### src/hw/rtl/sla_pkg.sv
// Shared constants and types for the serial line assembler.
package sla_pkg;

  // Field widths.
  localparam int unsigned CHAR_W = 8;
  localparam int unsigned CFG_W  = 6;

  // Line terminators.
  localparam logic [CHAR_W-1:0] CHAR_LF  = 8'd10;
  localparam logic [CHAR_W-1:0] CHAR_CR  = 8'd13;
  localparam logic [CHAR_W-1:0] CHAR_NUL = 8'd0;

  // Reset value of the character limit register.
  localparam logic [CFG_W-1:0] MAX_CHARS_RESET = 6'd63;

  // One result item as held in the output register.
  typedef struct packed {
    logic [CHAR_W-1:0] line_char;
    logic              empty_line;
    logic              line_last;
  } out_item_t;

endpackage

### src/hw/rtl/sla_ram.sv
// Generic single-write, single-read RAM with a registered read port.
module sla_ram #(
  parameter int unsigned WIDTH = 8,
  parameter int unsigned DEPTH = 64
) (
  input  logic                     clk,
  input  logic                     wr_en,
  input  logic [$clog2(DEPTH)-1:0] wr_addr,
  input  logic [WIDTH-1:0]         wr_data,
  input  logic [$clog2(DEPTH)-1:0] rd_addr,
  output logic [WIDTH-1:0]         rd_data
);

  logic [WIDTH-1:0] mem [DEPTH];

  // Write port and registered read port.
  always_ff @(posedge clk) begin
    if (wr_en) begin
      mem[wr_addr] <= wr_data;
    end
    rd_data <= mem[rd_addr];
  end

endmodule

### src/hw/rtl/serial_line_assembler.sv
// Serial line assembler: collects received bytes into a line and streams it out.
// A data byte is accepted in the idle state; the block is ready again in the next cycle.
// On a terminator the walk reads entry zero into a holding register, then moves each
// held character to the output register once the next entry shows if it is last,
// one per cycle while out_tready is high. Input is held off meanwhile.
// Synchronous active-low reset clears the count and control; no clearing pass.
module serial_line_assembler #(
  parameter int unsigned LINE_CAPACITY = 64
) (
  input  logic                        clk,
  input  logic                        rst_n,
  // Configuration: max_chars.
  input  logic                        cfg_wr_en,
  input  logic [sla_pkg::CFG_W-1:0]   cfg_wr_data,
  // Input stream. tdata: rx_byte[7:0].
  input  logic                        in_tvalid,
  output logic                        in_tready,
  input  logic [sla_pkg::CHAR_W-1:0]  in_tdata,
  // Result stream. tdata: line_char[7:0]. tuser: empty_line[0].
  output logic                        out_tvalid,
  input  logic                        out_tready,
  output logic [sla_pkg::CHAR_W-1:0]  out_tdata,
  output logic                        out_tuser,
  output logic                        out_tlast
);

  localparam int unsigned AW = $clog2(LINE_CAPACITY);
  localparam int unsigned CW = (AW > sla_pkg::CFG_W) ? AW : sla_pkg::CFG_W;
  localparam logic [AW-1:0] COUNT_MAX = AW'(LINE_CAPACITY - 1);

  typedef enum logic {ST_IDLE, ST_RD} state_t;

  state_t                     state_r, state_nxt;
  logic [sla_pkg::CFG_W-1:0]  max_chars_r, max_chars_nxt;
  logic [AW-1:0]              count_r, count_nxt;
  logic [AW-1:0]              idx_r, idx_nxt;
  logic [AW-1:0]              limit_r, limit_nxt;
  logic [sla_pkg::CHAR_W-1:0] pend_r, pend_nxt;
  logic                       out_valid_r, out_valid_nxt;
  sla_pkg::out_item_t         out_item_r, out_item_nxt;

  logic                       in_acc;
  logic                       is_term;
  logic                       out_free;
  logic                       line_end;
  logic [CW-1:0]              mc_ext, cnt_ext, limit_sel;
  logic                       wr_en;
  logic [sla_pkg::CHAR_W-1:0] rd_data;

  // Line memory: written at the fill count, read at the next walk index.
  sla_ram #(
    .WIDTH (sla_pkg::CHAR_W),
    .DEPTH (LINE_CAPACITY)
  ) u_line_ram (
    .clk     (clk),
    .wr_en   (wr_en),
    .wr_addr (count_r),
    .wr_data (in_tdata),
    .rd_addr (idx_nxt),
    .rd_data (rd_data)
  );

  assign in_tready = (state_r == ST_IDLE);
  assign in_acc    = in_tvalid && in_tready;
  assign is_term   = (in_tdata == sla_pkg::CHAR_LF) || (in_tdata == sla_pkg::CHAR_CR);
  assign wr_en     = in_acc && !is_term && (count_r < COUNT_MAX);
  assign out_free  = !out_valid_r || out_tready;

  // Characters to hand out before the zero-byte check: min(count, max_chars).
  assign mc_ext    = CW'(max_chars_r);
  assign cnt_ext   = CW'(count_r);
  assign limit_sel = (mc_ext < cnt_ext) ? mc_ext : cnt_ext;

  // The walk ends at the limit or at a stored zero byte.
  assign line_end  = (idx_r == limit_r) || (rd_data == sla_pkg::CHAR_NUL);

  // Next-state logic: fill the line, then walk it one entry per cycle while the output register is free.
  always_comb begin
    state_nxt     = state_r;
    max_chars_nxt = max_chars_r;
    count_nxt     = count_r;
    idx_nxt       = idx_r;
    limit_nxt     = limit_r;
    pend_nxt      = pend_r;
    out_valid_nxt = out_valid_r && !out_tready;
    out_item_nxt  = out_item_r;

    if (cfg_wr_en) begin
      max_chars_nxt = cfg_wr_data;
    end

    unique case (state_r)
      ST_IDLE: begin
        idx_nxt = '0;
        if (in_acc) begin
          if (!is_term) begin
            if (count_r < COUNT_MAX) begin
              count_nxt = count_r + 1'b1;
            end
          end else if (count_r != '0) begin
            limit_nxt = limit_sel[AW-1:0];
            count_nxt = '0;
            state_nxt = ST_RD;
          end
        end
      end
      ST_RD: begin
        if (out_free) begin
          if (idx_r == '0) begin
            if (line_end) begin
              // Nothing survives truncation: one empty-line result.
              out_valid_nxt = 1'b1;
              out_item_nxt  = '{line_char: sla_pkg::CHAR_NUL, empty_line: 1'b1,
                                line_last: 1'b1};
              state_nxt     = ST_IDLE;
            end else begin
              pend_nxt = rd_data;
              idx_nxt  = idx_r + 1'b1;
            end
          end else begin
            // Emit the held character once the next entry tells if it is last.
            out_valid_nxt = 1'b1;
            out_item_nxt  = '{line_char: pend_r, empty_line: 1'b0, line_last: line_end};
            if (line_end) begin
              state_nxt = ST_IDLE;
            end else begin
              pend_nxt = rd_data;
              idx_nxt  = idx_r + 1'b1;
            end
          end
        end
      end
      default: state_nxt = ST_IDLE;
    endcase
  end

  // State and registered outputs.
  always_ff @(posedge clk) begin
    if (!rst_n) begin
      state_r     <= ST_IDLE;
      max_chars_r <= sla_pkg::MAX_CHARS_RESET;
      count_r     <= '0;
      idx_r       <= '0;
      out_valid_r <= 1'b0;
    end else begin
      state_r     <= state_nxt;
      max_chars_r <= max_chars_nxt;
      count_r     <= count_nxt;
      idx_r       <= idx_nxt;
      out_valid_r <= out_valid_nxt;
      limit_r     <= limit_nxt;
      pend_r      <= pend_nxt;
      out_item_r  <= out_item_nxt;
    end
  end

  assign out_tvalid = out_valid_r;
  assign out_tdata  = out_item_r.line_char;
  assign out_tuser  = out_item_r.empty_line;
  assign out_tlast  = out_item_r.line_last;

`ifndef SYNTH
  // The fill count never passes the last usable entry.
  a_count_bound: assert property (@(posedge clk) disable iff (!rst_n)
    count_r <= COUNT_MAX)
    else $error("line count beyond capacity");

  // A terminator on a non-empty line starts the walk with the count cleared.
  a_term_starts_walk: assert property (@(posedge clk) disable iff (!rst_n)
    (in_acc && is_term && (count_r != '0)) |=> (state_r == ST_RD) && (count_r == '0))
    else $error("terminator did not start line walk");

  // The walk index never passes the limit taken at the terminator.
  a_idx_bound: assert property (@(posedge clk) disable iff (!rst_n)
    (state_r == ST_RD) |-> (idx_r <= limit_r))
    else $error("walk index beyond limit");

  // An empty-line result is always the last one and carries a zero character.
  a_empty_is_last: assert property (@(posedge clk) disable iff (!rst_n)
    (out_valid_r && out_item_r.empty_line) |->
      (out_item_r.line_last && (out_item_r.line_char == sla_pkg::CHAR_NUL)))
    else $error("malformed empty-line result");
`endif

endmodule
### config.mk
export PLATFORM = sky130hd
export DESIGN_NAME = serial_line_assembler
export DESIGN_NICKNAME = d
export VERILOG_FILES = /design/src/hw/rtl/sla_pkg.sv /design/src/hw/rtl/sla_ram.sv /design/src/hw/rtl/serial_line_assembler.sv
export SDC_FILE = /design/constraint.sdc
export NUM_CORES = 1
export LEC_CHECK = 0
export BUFFER_PORTS_ARGS = -buffer_cell sky130_fd_sc_hd__buf_2
export CORE_ASPECT_RATIO = 1.1
export CORE_MARGIN = 2
export CORE_UTILIZATION = 55
export CTS_BUF_LIST = sky130_fd_sc_hd__clkbuf_2 sky130_fd_sc_hd__clkbuf_4 sky130_fd_sc_hd__clkbuf_8
export DETAILED_ROUTE_END_ITERATION = 10
export GPL_ROUTABILITY_DRIVEN = 1
export HOLD_SLACK_MARGIN = 0.1
export PLACE_DENSITY_LB_ADDON = 0.15
export SETUP_SLACK_MARGIN = 0.05
export SLEW_MARGIN = 20
export SYNTH_ARGS = -nofsm -noshare
export SYNTH_HDL_FRONTEND = slang
export SYNTH_SLANG_ARGS = --single-unit
export TNS_END_PERCENT = 100
### constraint.sdc
create_clock -name clk -period 3.4 [get_ports clk]
set_input_delay 0.51 -clock clk [delete_from_list [all_inputs] [get_ports clk]]
set_output_delay 0.51 -clock clk [all_outputs]
set_load 0.02 [all_outputs]
==> results.sh <==
export IMPL_cpPeakStageDelay_ns=0.61
export IMPL_initial_utilization_pct=56.0
export IMPL_grt_first_pass_wirelength_um=86800
export IMPL_p_sw_mw=2.83
export IMPL_utilization_pct=64.4
export IMPL_routedWlPerCell_um=25.2
export IMPL_final_cell_mix="edfxtp_1, nand2_1, mux2i_1, nor2_1, clkbuf_8"
export IMPL_syn_nets=1583
export IMPL_status="finished, final reports clean"
export IMPL_gp_congestion=0.953
export IMPL_antenna_left=0
export IMPL_cts_root_buf="clkbuf_8"
export IMPL_clock_path_buffers=3
export IMPL_ios=31
export IMPL_rsz0062_at_grt="true"
export IMPL_critPathCaptureType="flip-flop"
export IMPL_drive_gt1_share_pct=19.7
export IMPL_maxSlewHeadroom_pct=33.3
export IMPL_first_pass_iters=6
export IMPL_n_fill_cell=3093
export IMPL_h_tree_depth=3
export IMPL_yosysWarningCount=0
export IMPL_power_switching_share_pct=20.6
export IMPL_async_reset_ff_share_pct=0
export IMPL_hold_viol=0
export IMPL_seq_power_share_pct=55.9
export IMPL_clock_skew_ns=0.0315
export IMPL_busiest_layer="met2"
export IMPL_core_area_mm2=0.0414
export IMPL_dieArea_mm2=0.0438
export IMPL_hold_class="input port to flip-flop"
export IMPL_synth_edf_count=536
export IMPL_cts_tree="built"
export IMPL_drcViolationCount=0
export IMPL_wl_um=58900
export IMPL_row_count=78
export IMPL_grt_pass1_vias=13900
export IMPL_pwr_share_clk_pct=42.0
export IMPL_start_kind="flip-flop"
export IMPL_overflow=0
export IMPL_synth_ff_type="edfxtp_1"
export IMPL_layout_setup_ws_ns=0.0392
export IMPL_pre_cts_ws_ns=-0.463
export IMPL_min_period_over_period_pct=98.8
export IMPL_area_growth_pct=15.1
export IMPL_finalSetupViolCount=0
export IMPL_grt_max_degree=65
export IMPL_max_freq_mhz=298
export IMPL_crit_chain="or4_4 > o21ai_4 > a2111oi_4 > or2_4 > buf_12 > nor2_2 > a22oi_1 > a22o_1 > o41ai_4 > o2bb2ai_1"
export IMPL_path_buf_inv=1
export IMPL_grt_usage_pct=27.6
export IMPL_path_max_fanout=57
export IMPL_power_leakage_nw=8.94
export IMPL_hold_ws_ns=0.131
export IMPL_synth_area_mm2=0.0232
export IMPL_synth_distinct_cells=71
export IMPL_cap_violations=0
export IMPL_criticalPathCategory="flip-flop to flip-flop"
export IMPL_use_met3_pct=6.47
export IMPL_syn_inst=1555
export IMPL_antenna_found_initial=0
export IMPL_fin_crit_ns=3.36
export IMPL_required_ns=3.94
export IMPL_antenna_cells=0
export IMPL_ys_ff_latch=564
export IMPL_powerDensity_mw_per_mm2=514
export IMPL_p_int_mw=10.9
export IMPL_dp_final_hpwl_um=38000
export IMPL_die_y_um=219
export IMPL_vias=14100
export IMPL_p_total_mw=13.7
export IMPL_vias_per_cell=6.03
export IMPL_clock_latency_ns=0.67
export IMPL_cts_made_buffers=90
export IMPL_drt_iter0_drc=1327
export IMPL_drv_slew=0
export IMPL_avgSynthCellArea_um2=14.9
export IMPL_slowest_stage="or4_4"
export IMPL_final_common_cell="edfxtp_1"
export IMPL_layout_nets=1734
export IMPL_use_met1_pct=37.5
export IMPL_ys_seq_area_share_pct=71.9
export IMPL_pwr_share_comb_pct=2.2
export IMPL_crit_family="compound AO/OA/AOI/OAI gates"
export IMPL_cp_data_arrival_time_ns=3.90
export IMPL_fp_dieW_um=200
export IMPL_port_buffers=30
export IMPL_clk_pin_slew_worst_paths_ns=0.06
export IMPL_ir_drop_v=0.000345
export IMPL_worst_pin_slew_ns=0.997
export IMPL_clkSinkCount=564
export IMPL_grt_use_met2_pct=41.8
==> synthesized netlist by cell type (4+ instances only) <==
cell type,count,area (µm²)
o221ai_1,4,35.0
and3_1,22,138
a22o_1,5,43.8
a21oi_1,52,260
o21ai_0,11,55.1
o31ai_1,4,30.0
o32ai_1,6,52.6
clkbuf_1,17,63.8
buf_2,37,185
nor2_1,106,398
o211ai_1,8,60.1
buf_4,13,97.6
a211o_1,5,43.8
nand4_1,7,43.8
and2_1,10,62.6
dfxtp_1,28,561
ha_1,9,113
a211oi_1,9,67.6
a31oi_1,5,31.3
nand2_1,211,792
nor3_1,4,20.0
inv_1,12,45.0
nor4_1,13,81.3
a311oi_1,14,123
buf_6,6,67.6
mux2_2,30,338
mux4_2,4,90.1
o41ai_1,5,43.8
a22oi_1,11,82.6
a32oi_1,8,70.1
mux2i_1,181,1810
a221o_1,5,50.1
xnor2_1,14,123
o22ai_1,27,169
edfxtp_1,536,16100
o2bb2ai_1,4,35.0
nand3_1,56,280
==> per-stage QoR <==
step	cells	setup TNS, ns	cell area [µm²]
2_1_floorplan	1555	0	23200
3_3_place_gp	2161	-1.41	24600
3_5_place_dp	2161	-1.40	24600
4_1_cts	2333	0	26500
5_1_grt	2336	0	26700
6_report	2336	0	26700
==> cells by family after synthesis <==
group / count (synthesis) / share of synthesized area (%)
AO/OA/AOI/OAI: 212 / 6.66
XOR/XNOR: 18 / 0.762
adder cells (fa/ha/maj): 9 / 0.486
buffers and inverters: 88 / 2.03
flip-flops: 564 / 71.9
multiplexers: 216 / 9.73
AND/OR/NAND/NOR: 448 / 8.43
==> cell type report <==
| type | count | area [µm²] | share of cell area (%) |
|---|---|---|---|
| well taps | 560 | 701 | 2.63 |
| clock inverters | 32 | 215 | 0.807 |
| flip-flops and latches | 564 | 16700 | 62.5 |
| clock buffers | 130 | 1590 | 5.96 |
| repair buffers | 134 | 1210 | 4.52 |
| inverters | 13 | 48.8 | 0.183 |
| multi-input cells | 903 | 6250 | 23.4 |
==> power groups by stage <==
| stage | sequential [mW] | combinational, mW | clock [mW] |
|---|---|---|---|
| finish | 7.66 | 0.298 | 5.75 |
| global route | 7.66 | 0.320 | 6.14 |
| CTS | 7.66 | 0.295 | 5.84 |
| detailed placement | 7.80 | 0.284 | 0 |
| global placement | 7.80 | 0.276 | 0 |
| floorplan | 7.79 | 0.0877 | 0 |
==> what timing repair did <==
item,CTS,global route
setup buffers,0,2
gates cloned,0,1
pin swaps,0,3
setup endpoints to repair,7,8
hold buffers,10,0
endpoints found under the hold margin,6,0
resized for setup,13,15
==> routing by layer <==
layer,part of all wire (%),wire length (µm)
met1,41,24200
met2,46,27000
met3,8.7,5130
met4,4.4,2580
met5,0,0
==> registers in the layout, summed over array words and instances, names as in the netlist <==
name                flops
pend_r                  8
state_r                 1
out_tuser               1
max_chars_r             6
idx_r                   6
out_tvalid              1
out_tlast               1
u_line_ram.rd_data      8
cnt_ext                 6
u_line_ram.mem        512
limit_r                 6
out_tdata               8
==> path summary, 6_finish.rpt <==
path / startpoint / end / slack (ns) / cells past startpoint
setup / recovery: u_line_ram.rd_data[5] / u_line_ram.rd_data[3] / 0.04 / 10
hold / removal: rst_n / max_chars_r[0] / 0.13 / 2
setup reg to reg: u_line_ram.rd_data[5] / u_line_ram.rd_data[3] / 0.04 / 10
hold reg to reg: u_line_ram.rd_data[1] / pend_r[1] / 0.50 / 0
Power figures use the tool's default switching activity.
